<file path="config.mk">
export PLATFORM = sky130hd
export DESIGN_NAME = msf_out_fifo
export DESIGN_NICKNAME = d
export VERILOG_FILES = /design/src/sv/msf_pkg.sv /design/src/sv/msf_out_fifo.sv
export SDC_FILE = /design/constraint.sdc
export NUM_CORES = 1
export LEC_CHECK = 0
export ABC_AREA = 1
export BUFFER_PORTS_ARGS = -buffer_cell sky130_fd_sc_hd__buf_2
export CORE_MARGIN = 3
export CORE_UTILIZATION = 53
export DETAILED_ROUTE_END_ITERATION = 16
export GPL_ROUTABILITY_DRIVEN = 0
export PLACE_DENSITY_LB_ADDON = 0.05
export RECOVER_POWER = 25
export SLEW_MARGIN = 10
export SYNTH_ARGS = -nofsm -noshare
export SYNTH_HDL_FRONTEND = slang
export SYNTH_SLANG_ARGS = --single-unit
</file>
<file path="constraint.sdc">
create_clock -name clk -period 2.03 [get_ports clk]
set_clock_uncertainty 0.2 [all_clocks]
set_input_delay 0.406 -clock clk [delete_from_list [all_inputs] [get_ports clk]]
set_output_delay 0.406 -clock clk [all_outputs]
set_load 0.1 [all_outputs]
</file>
<file path="src/sv/msf_pkg.sv">
`timescale 1ns / 1ps
// ----------------------------------------------------------------------------
// msf_pkg
// Shared types and constants of the 3x3 majority smoothing filter.
// ----------------------------------------------------------------------------
package msf_pkg;

  // Configuration register indexes
  localparam logic [1:0] CFG_FRAME_WIDTH  = 2'd0;
  localparam logic [1:0] CFG_FRAME_HEIGHT = 2'd1;
  localparam logic [1:0] CFG_THRESHOLD    = 2'd2;

  localparam int CFG_W = 11;
  localparam int THR_W = 4;

  localparam logic [CFG_W-1:0] FRAME_WIDTH_RST  = 11'd1024;
  localparam logic [CFG_W-1:0] FRAME_HEIGHT_RST = 11'd1024;
  localparam logic [THR_W-1:0] THRESHOLD_RST    = 4'd6;

  // Result queue
  localparam int OQ_DEPTH = 4;
  localparam int OQ_PW    = 2;
  localparam int OQ_CW    = 3;

  typedef logic [1:0] class_t;

  typedef enum logic {
    CMD_CELL  = 1'b0,
    CMD_FLUSH = 1'b1
  } cmd_t;

  typedef struct packed {
    cmd_t   command;
    class_t cell_class;
  } in_t;

  typedef struct packed {
    class_t smoothed_class;
    logic   frame_end;
  } out_t;

  // One line buffer entry: the column's cell two rows up and one row up
  typedef struct packed {
    class_t upper;
    class_t middle;
  } line_t;

endpackage

</file>
<file path="src/sv/msf_out_fifo.sv">
`timescale 1ns / 1ps
// ----------------------------------------------------------------------------
// msf_out_fifo
// Small result queue that decouples the filter pipeline from the consumer.
// ----------------------------------------------------------------------------
module msf_out_fifo (
  input  logic                            clk,
  input  logic                            rst_n,
  input  logic                            push,
  input  msf_pkg::out_t                   push_data,
  output logic                            out_valid,
  input  logic                            out_ready,
  output msf_pkg::out_t                   out_data,
  output logic [msf_pkg::OQ_CW-1:0]       level
);

  msf_pkg::out_t                 q_mem [msf_pkg::OQ_DEPTH];
  logic [msf_pkg::OQ_PW-1:0]     wr_ptr_r;
  logic [msf_pkg::OQ_PW-1:0]     rd_ptr_r;
  logic [msf_pkg::OQ_CW-1:0]     count_r;
  logic                          pop;

  assign out_valid = (count_r != '0);
  assign out_data  = q_mem[rd_ptr_r];
  assign pop       = out_valid && out_ready;
  assign level     = count_r;

  // Store pushed results
  always_ff @(posedge clk) begin
    if (push) begin
      q_mem[wr_ptr_r] <= push_data;
    end
  end

  // Advance pointers and occupancy
  always_ff @(posedge clk) begin
    if (!rst_n) begin
      wr_ptr_r <= '0;
      rd_ptr_r <= '0;
      count_r  <= '0;
    end else begin
      if (push) begin
        wr_ptr_r <= wr_ptr_r + msf_pkg::OQ_PW'(1);
      end
      if (pop) begin
        rd_ptr_r <= rd_ptr_r + msf_pkg::OQ_PW'(1);
      end
      if (push && !pop) begin
        count_r <= count_r + msf_pkg::OQ_CW'(1);
      end else if (pop && !push) begin
        count_r <= count_r - msf_pkg::OQ_CW'(1);
      end
    end
  end

endmodule

</file>
==> results by stage <==
Final layout:
- The repair_antennas step left the layout with diodes totalling 0.
- The net count of the finished layout is 123.
- Summing all non-filler instances in the final layout gives an area of 1130 um2.
- The share of cells above drive strength 1 is 24.8%.
- The count of fill cells added during filler insertion is 118.
- The footprint of the flip-flops and latches is 553 um2.
- The multi-input gate area in the final layout is 362 um2.
- The post-synthesis to final-layout area growth is 23.8%.

Global routing:
- For this run the aggregate overflow at the end of global routing stands at 0.
- The global-route wire length before repair is 2660 um.
- The total routing resource utilization after global routing is 17.8%.
- The number of global-route vias before repair is 639.
- The number of antenna violations at the first check in global routing is 0.
- The maximum number of pins on one net before global-route repair is 12.

Power and ir drop:
- The analysis attributes to cell leakage a power of 0.485 nW.
- The total design power is 1.60 mW.
- The worst-case vdd ir drop is 1.10 mV.
- Dividing total power by cell area gives a power density of 1410 nW/um2.

Place:
- The total of buffers placed on input and output ports is 13.
- The total cell area at the placement stage is 1110 um2.
- Once detailed placement completed, the half-perimeter wirelength came to 1270 um.

Flow run:
- The number of maximum-capacitance constraint violations is 0.

Clock tree:
- Post-CTS repair changed the size of 0 cells.
- Clock tree synthesis found a total of 21 sinks.
- After clock tree synthesis, the clock-pin slew on the worst setup and hold paths is 0.10 ns.
- After clock tree synthesis, the flow added hold-fix buffers numbering 0.
- The count of H-tree levels built during CTS is 1.
- TritonCTS built the clock tree.
- The count of buffers added by post-CTS timing repair for setup is 0.
- The clock insertion delay at the later pin of the skew report is 0.29 ns.
- The maximum count of clock buffers along a single path is 2.
- The cell at the root of the clock tree is sky130_fd_sc_hd__clkbuf_4.
- TritonCTS created 3 clock buffers.

STA:
- The slew at the pin closest to its max-slew limit is 0.488 ns.
- The part of the cycle the worst path needs is 93.6%.
- Based on the critical path, the design can be clocked at up to 526 MHz.
- The final count of hold timing violations came to 0.
- Setup repair after global routing left no endpoint under its margin.
- The max-slew violation total from the final report was 0.
- The relative slew slack is 67.7%.
- The final setup violation count is 0.
- The final period demand of the worst path is 1.90 ns.

Die:
- The area inside the core boundary is 1560 um2.
- From bottom edge to top edge, the die measures 47.5 um.
- The floorplan step set the die width to 47.5 um.
- The number of I/O pins is 14.
- The row count is 14.
- The die covers 2260 um2.
- The initial core utilization is 58.6%.

Synth:
- The synthesized design contains 21 register bits.
- The sequential-to-total area share from yosys stat is 59.2%.
- The async set-reset flop share out of synthesis is 0%.
- The fraction of post-synthesis cell area in the top cell type by area is 39.5%.
- Yosys attributes the largest share of cell area to sky130_fd_sc_hd__edfxtp_1 39%, sky130_fd_sc_hd__dfxtp_1 20%, sky130_fd_sc_hd__inv_1 7.0%, sky130_fd_sc_hd__ha_1 6.8%, sky130_fd_sc_hd__o21ai_0 5.5%.
- The synthesized cell area is 913 um2.
- Yosys printed 0 warnings.
- The mean instance size in the synthesized netlist is 9.93 um2.
- For this run, the leading register cell type out of synthesis is sky130_fd_sc_hd__edfxtp_1.
- The number of nets in the synthesized netlist is 105.
- The cell type contributing the most total cell area after synthesis is sky130_fd_sc_hd__edfxtp_1.
- The synthesized netlist contains 14 unique library cells.
- The number of enable-type register cells in the synthesized netlist is 12.
- The synthesized instance count is 92.

Critical path:
- The critical path's slowest cell is sky130_fd_sc_hd__dfxtp_2.
- The biggest cell delay along the critical path is 0.39 ns.
- The number of buffers and inverters on the critical path is 2.
- STA classifies the critical path startpoint as a register.
- The critical path goes through inv_1 -> o21ai_0 -> o22ai_2 -> buf_12.
- The capturing element type of the critical path is an output pin.
- The critical path in this run is classified as register to output pin.
- The critical path arrival is 1.29 ns.
- The cell family contributing the most delay on the critical path is flip-flops.
- The endpoint required time on the critical path is 1.42 ns.
- The largest fanout on the critical path is 7.

Routing:
- In the routed design, unresolved DRC markers number 0.
- The number of vias in the routed layout is 615.
- The initial detailed-routing violation count is 4.
- The via density per instance is 4.92.
- Wires add up to 1520 um.
- The total iterations of the first detailed-routing run is 2.
- The count of nets left with antenna violations after detail routing is 0.
- The wire length per cell is 12.1 um.

Hold path:
- The class of the worst hold path is input pin to register.

Status:
- The flow ran to the end, and the final reports show no timing, DRC or antenna violations.
[metal layers]
| metal | part of all wire (%) | wire length, um | up-vias | GRT usage [%] |
|---|---|---|---|---|
| met5 | 0 | 0 | - | 0 |
| met4 | 2.0 | 31 | 0 | 11.0 |
| met3 | 2.6 | 40 | 4 | 4.14 |
| met2 | 53 | 805 | 9 | 31.3 |
| met1 | 42 | 640 | 264 | 19.0 |
| li1 | - | - | 338 | - |
[worst register-to-register path, cell delays in order, from the launching register on]
cell                      delay (ns)
sky130_fd_sc_hd__dfxtp_4        0.38
sky130_fd_sc_hd__nor2_4         0.16
sky130_fd_sc_hd__nand2_8        0.07
sky130_fd_sc_hd__nand2_4        0.09
sky130_fd_sc_hd__ha_4           0.13
sky130_fd_sc_hd__inv_1          0.06
sky130_fd_sc_hd__fa_2           0.33
sky130_fd_sc_hd__inv_1          0.06
sky130_fd_sc_hd__nand2_1        0.05
sky130_fd_sc_hd__nand3_1        0.09
sky130_fd_sc_hd__nand2_1        0.06
sky130_fd_sc_hd__nand2_1        0.05
sky130_fd_sc_hd__nor2_1         0.03
[layout make-up]
class                   instances  area share (%)
clock buffers                   4            2.32
inverters                      17            5.64
multi-input cells              54            32.0
flip-flops and latches         21            48.9
well taps                      16            1.77
repair buffers                 13            9.40
[Yosys cell counts, types with 2 or more instances]
| master | number |
|---|---|
| sky130_fd_sc_hd__nand3_1 | 3 |
| sky130_fd_sc_hd__inv_1 | 17 |
| sky130_fd_sc_hd__ha_1 | 5 |
| sky130_fd_sc_hd__a21oi_1 | 6 |
| sky130_fd_sc_hd__nor2_1 | 10 |
| sky130_fd_sc_hd__edfxtp_1 | 12 |
| sky130_fd_sc_hd__nand2_1 | 12 |
| sky130_fd_sc_hd__dfxtp_1 | 9 |
| sky130_fd_sc_hd__o21ai_0 | 10 |
| sky130_fd_sc_hd__o22ai_1 | 3 |
| sky130_fd_sc_hd__nand2_2 | 2 |
[kinds of logic after synthesis]
group | after synthesis | synth area share (%)
adder cells (fa/ha/maj) | 6 | 9.04
AO/OA/AOI/OAI | 19 | 10.8
buffers and inverters | 17 | 6.99
AND/OR/NAND/NOR | 29 | 14.0
flip-flops | 21 | 59.2
[placed cells by master (no fill, tap or decap)]
cell / synthesis / layout
sky130_fd_sc_hd__inv_1: 17 / 16
sky130_fd_sc_hd__nand2_1: 12 / 12
sky130_fd_sc_hd__edfxtp_1: 12 / 12
sky130_fd_sc_hd__nor2_1: 10 / 10
sky130_fd_sc_hd__o21ai_0: 10 / 9
sky130_fd_sc_hd__buf_2: 0 / 7
sky130_fd_sc_hd__a21oi_1: 6 / 6
sky130_fd_sc_hd__dfxtp_1: 9 / 5
sky130_fd_sc_hd__ha_1: 5 / 4
sky130_fd_sc_hd__clkbuf_1: 0 / 4
sky130_fd_sc_hd__o22ai_2: 0 / 3
sky130_fd_sc_hd__nand3_1: 3 / 3
sky130_fd_sc_hd__clkbuf_4: 0 / 3
sky130_fd_sc_hd__dfxtp_4: 0 / 3
sky130_fd_sc_hd__buf_12: 0 / 3
sky130_fd_sc_hd__o21ai_1: 0 / 1
sky130_fd_sc_hd__nor2_4: 0 / 1
sky130_fd_sc_hd__inv_2: 0 / 1
sky130_fd_sc_hd__nand2_8: 0 / 1
sky130_fd_sc_hd__nand2_4: 1 / 1
sky130_fd_sc_hd__nand2_2: 2 / 1
sky130_fd_sc_hd__fa_2: 0 / 1
sky130_fd_sc_hd__ha_4: 0 / 1
sky130_fd_sc_hd__dfxtp_2: 0 / 1
[power breakdown]
part           switching (mW)  internal [mW]
logic                   0.611          0.230
registers              0.0537          0.516
clock network           0.111         0.0764
[through the flow]
stage,worst slack [ns],instances,setup TNS (ns),utilization (%),hold WS (ns)
finish,0.129,125,0,72.6,0.169
global placement,0.241,121,0,71.0,0.282
floorplan,-0.0440,92,-0.0440,-,0.262
CTS,0.00256,125,0,72.7,0.123
global route,0.0169,125,0,72.6,0.171
detailed placement,0.191,121,0,71.0,0.292
[worst paths after layout]
kind                            slack, ns  cells after the start               endpoint                      from
worst max-delay path                 0.13                      4            out_data[2]                  register
worst min-delay path                 0.17                      3  level[2]$_SDFFE_PN0P_                     rst_n
worst max register to register       0.18                     12  level[2]$_SDFFE_PN0P_     level[1]$_SDFFE_PN0P_
worst min register to register       0.31                      2               register  rd_ptr_r[0]$_SDFFE_PN0P_
[flip-flops by register name (all words and copies together) (netlist names), named ones only]
signal    count
level         3
q_mem        12
rd_ptr_r      2
wr_ptr_r      2
(Power assumes the default switching activity.)
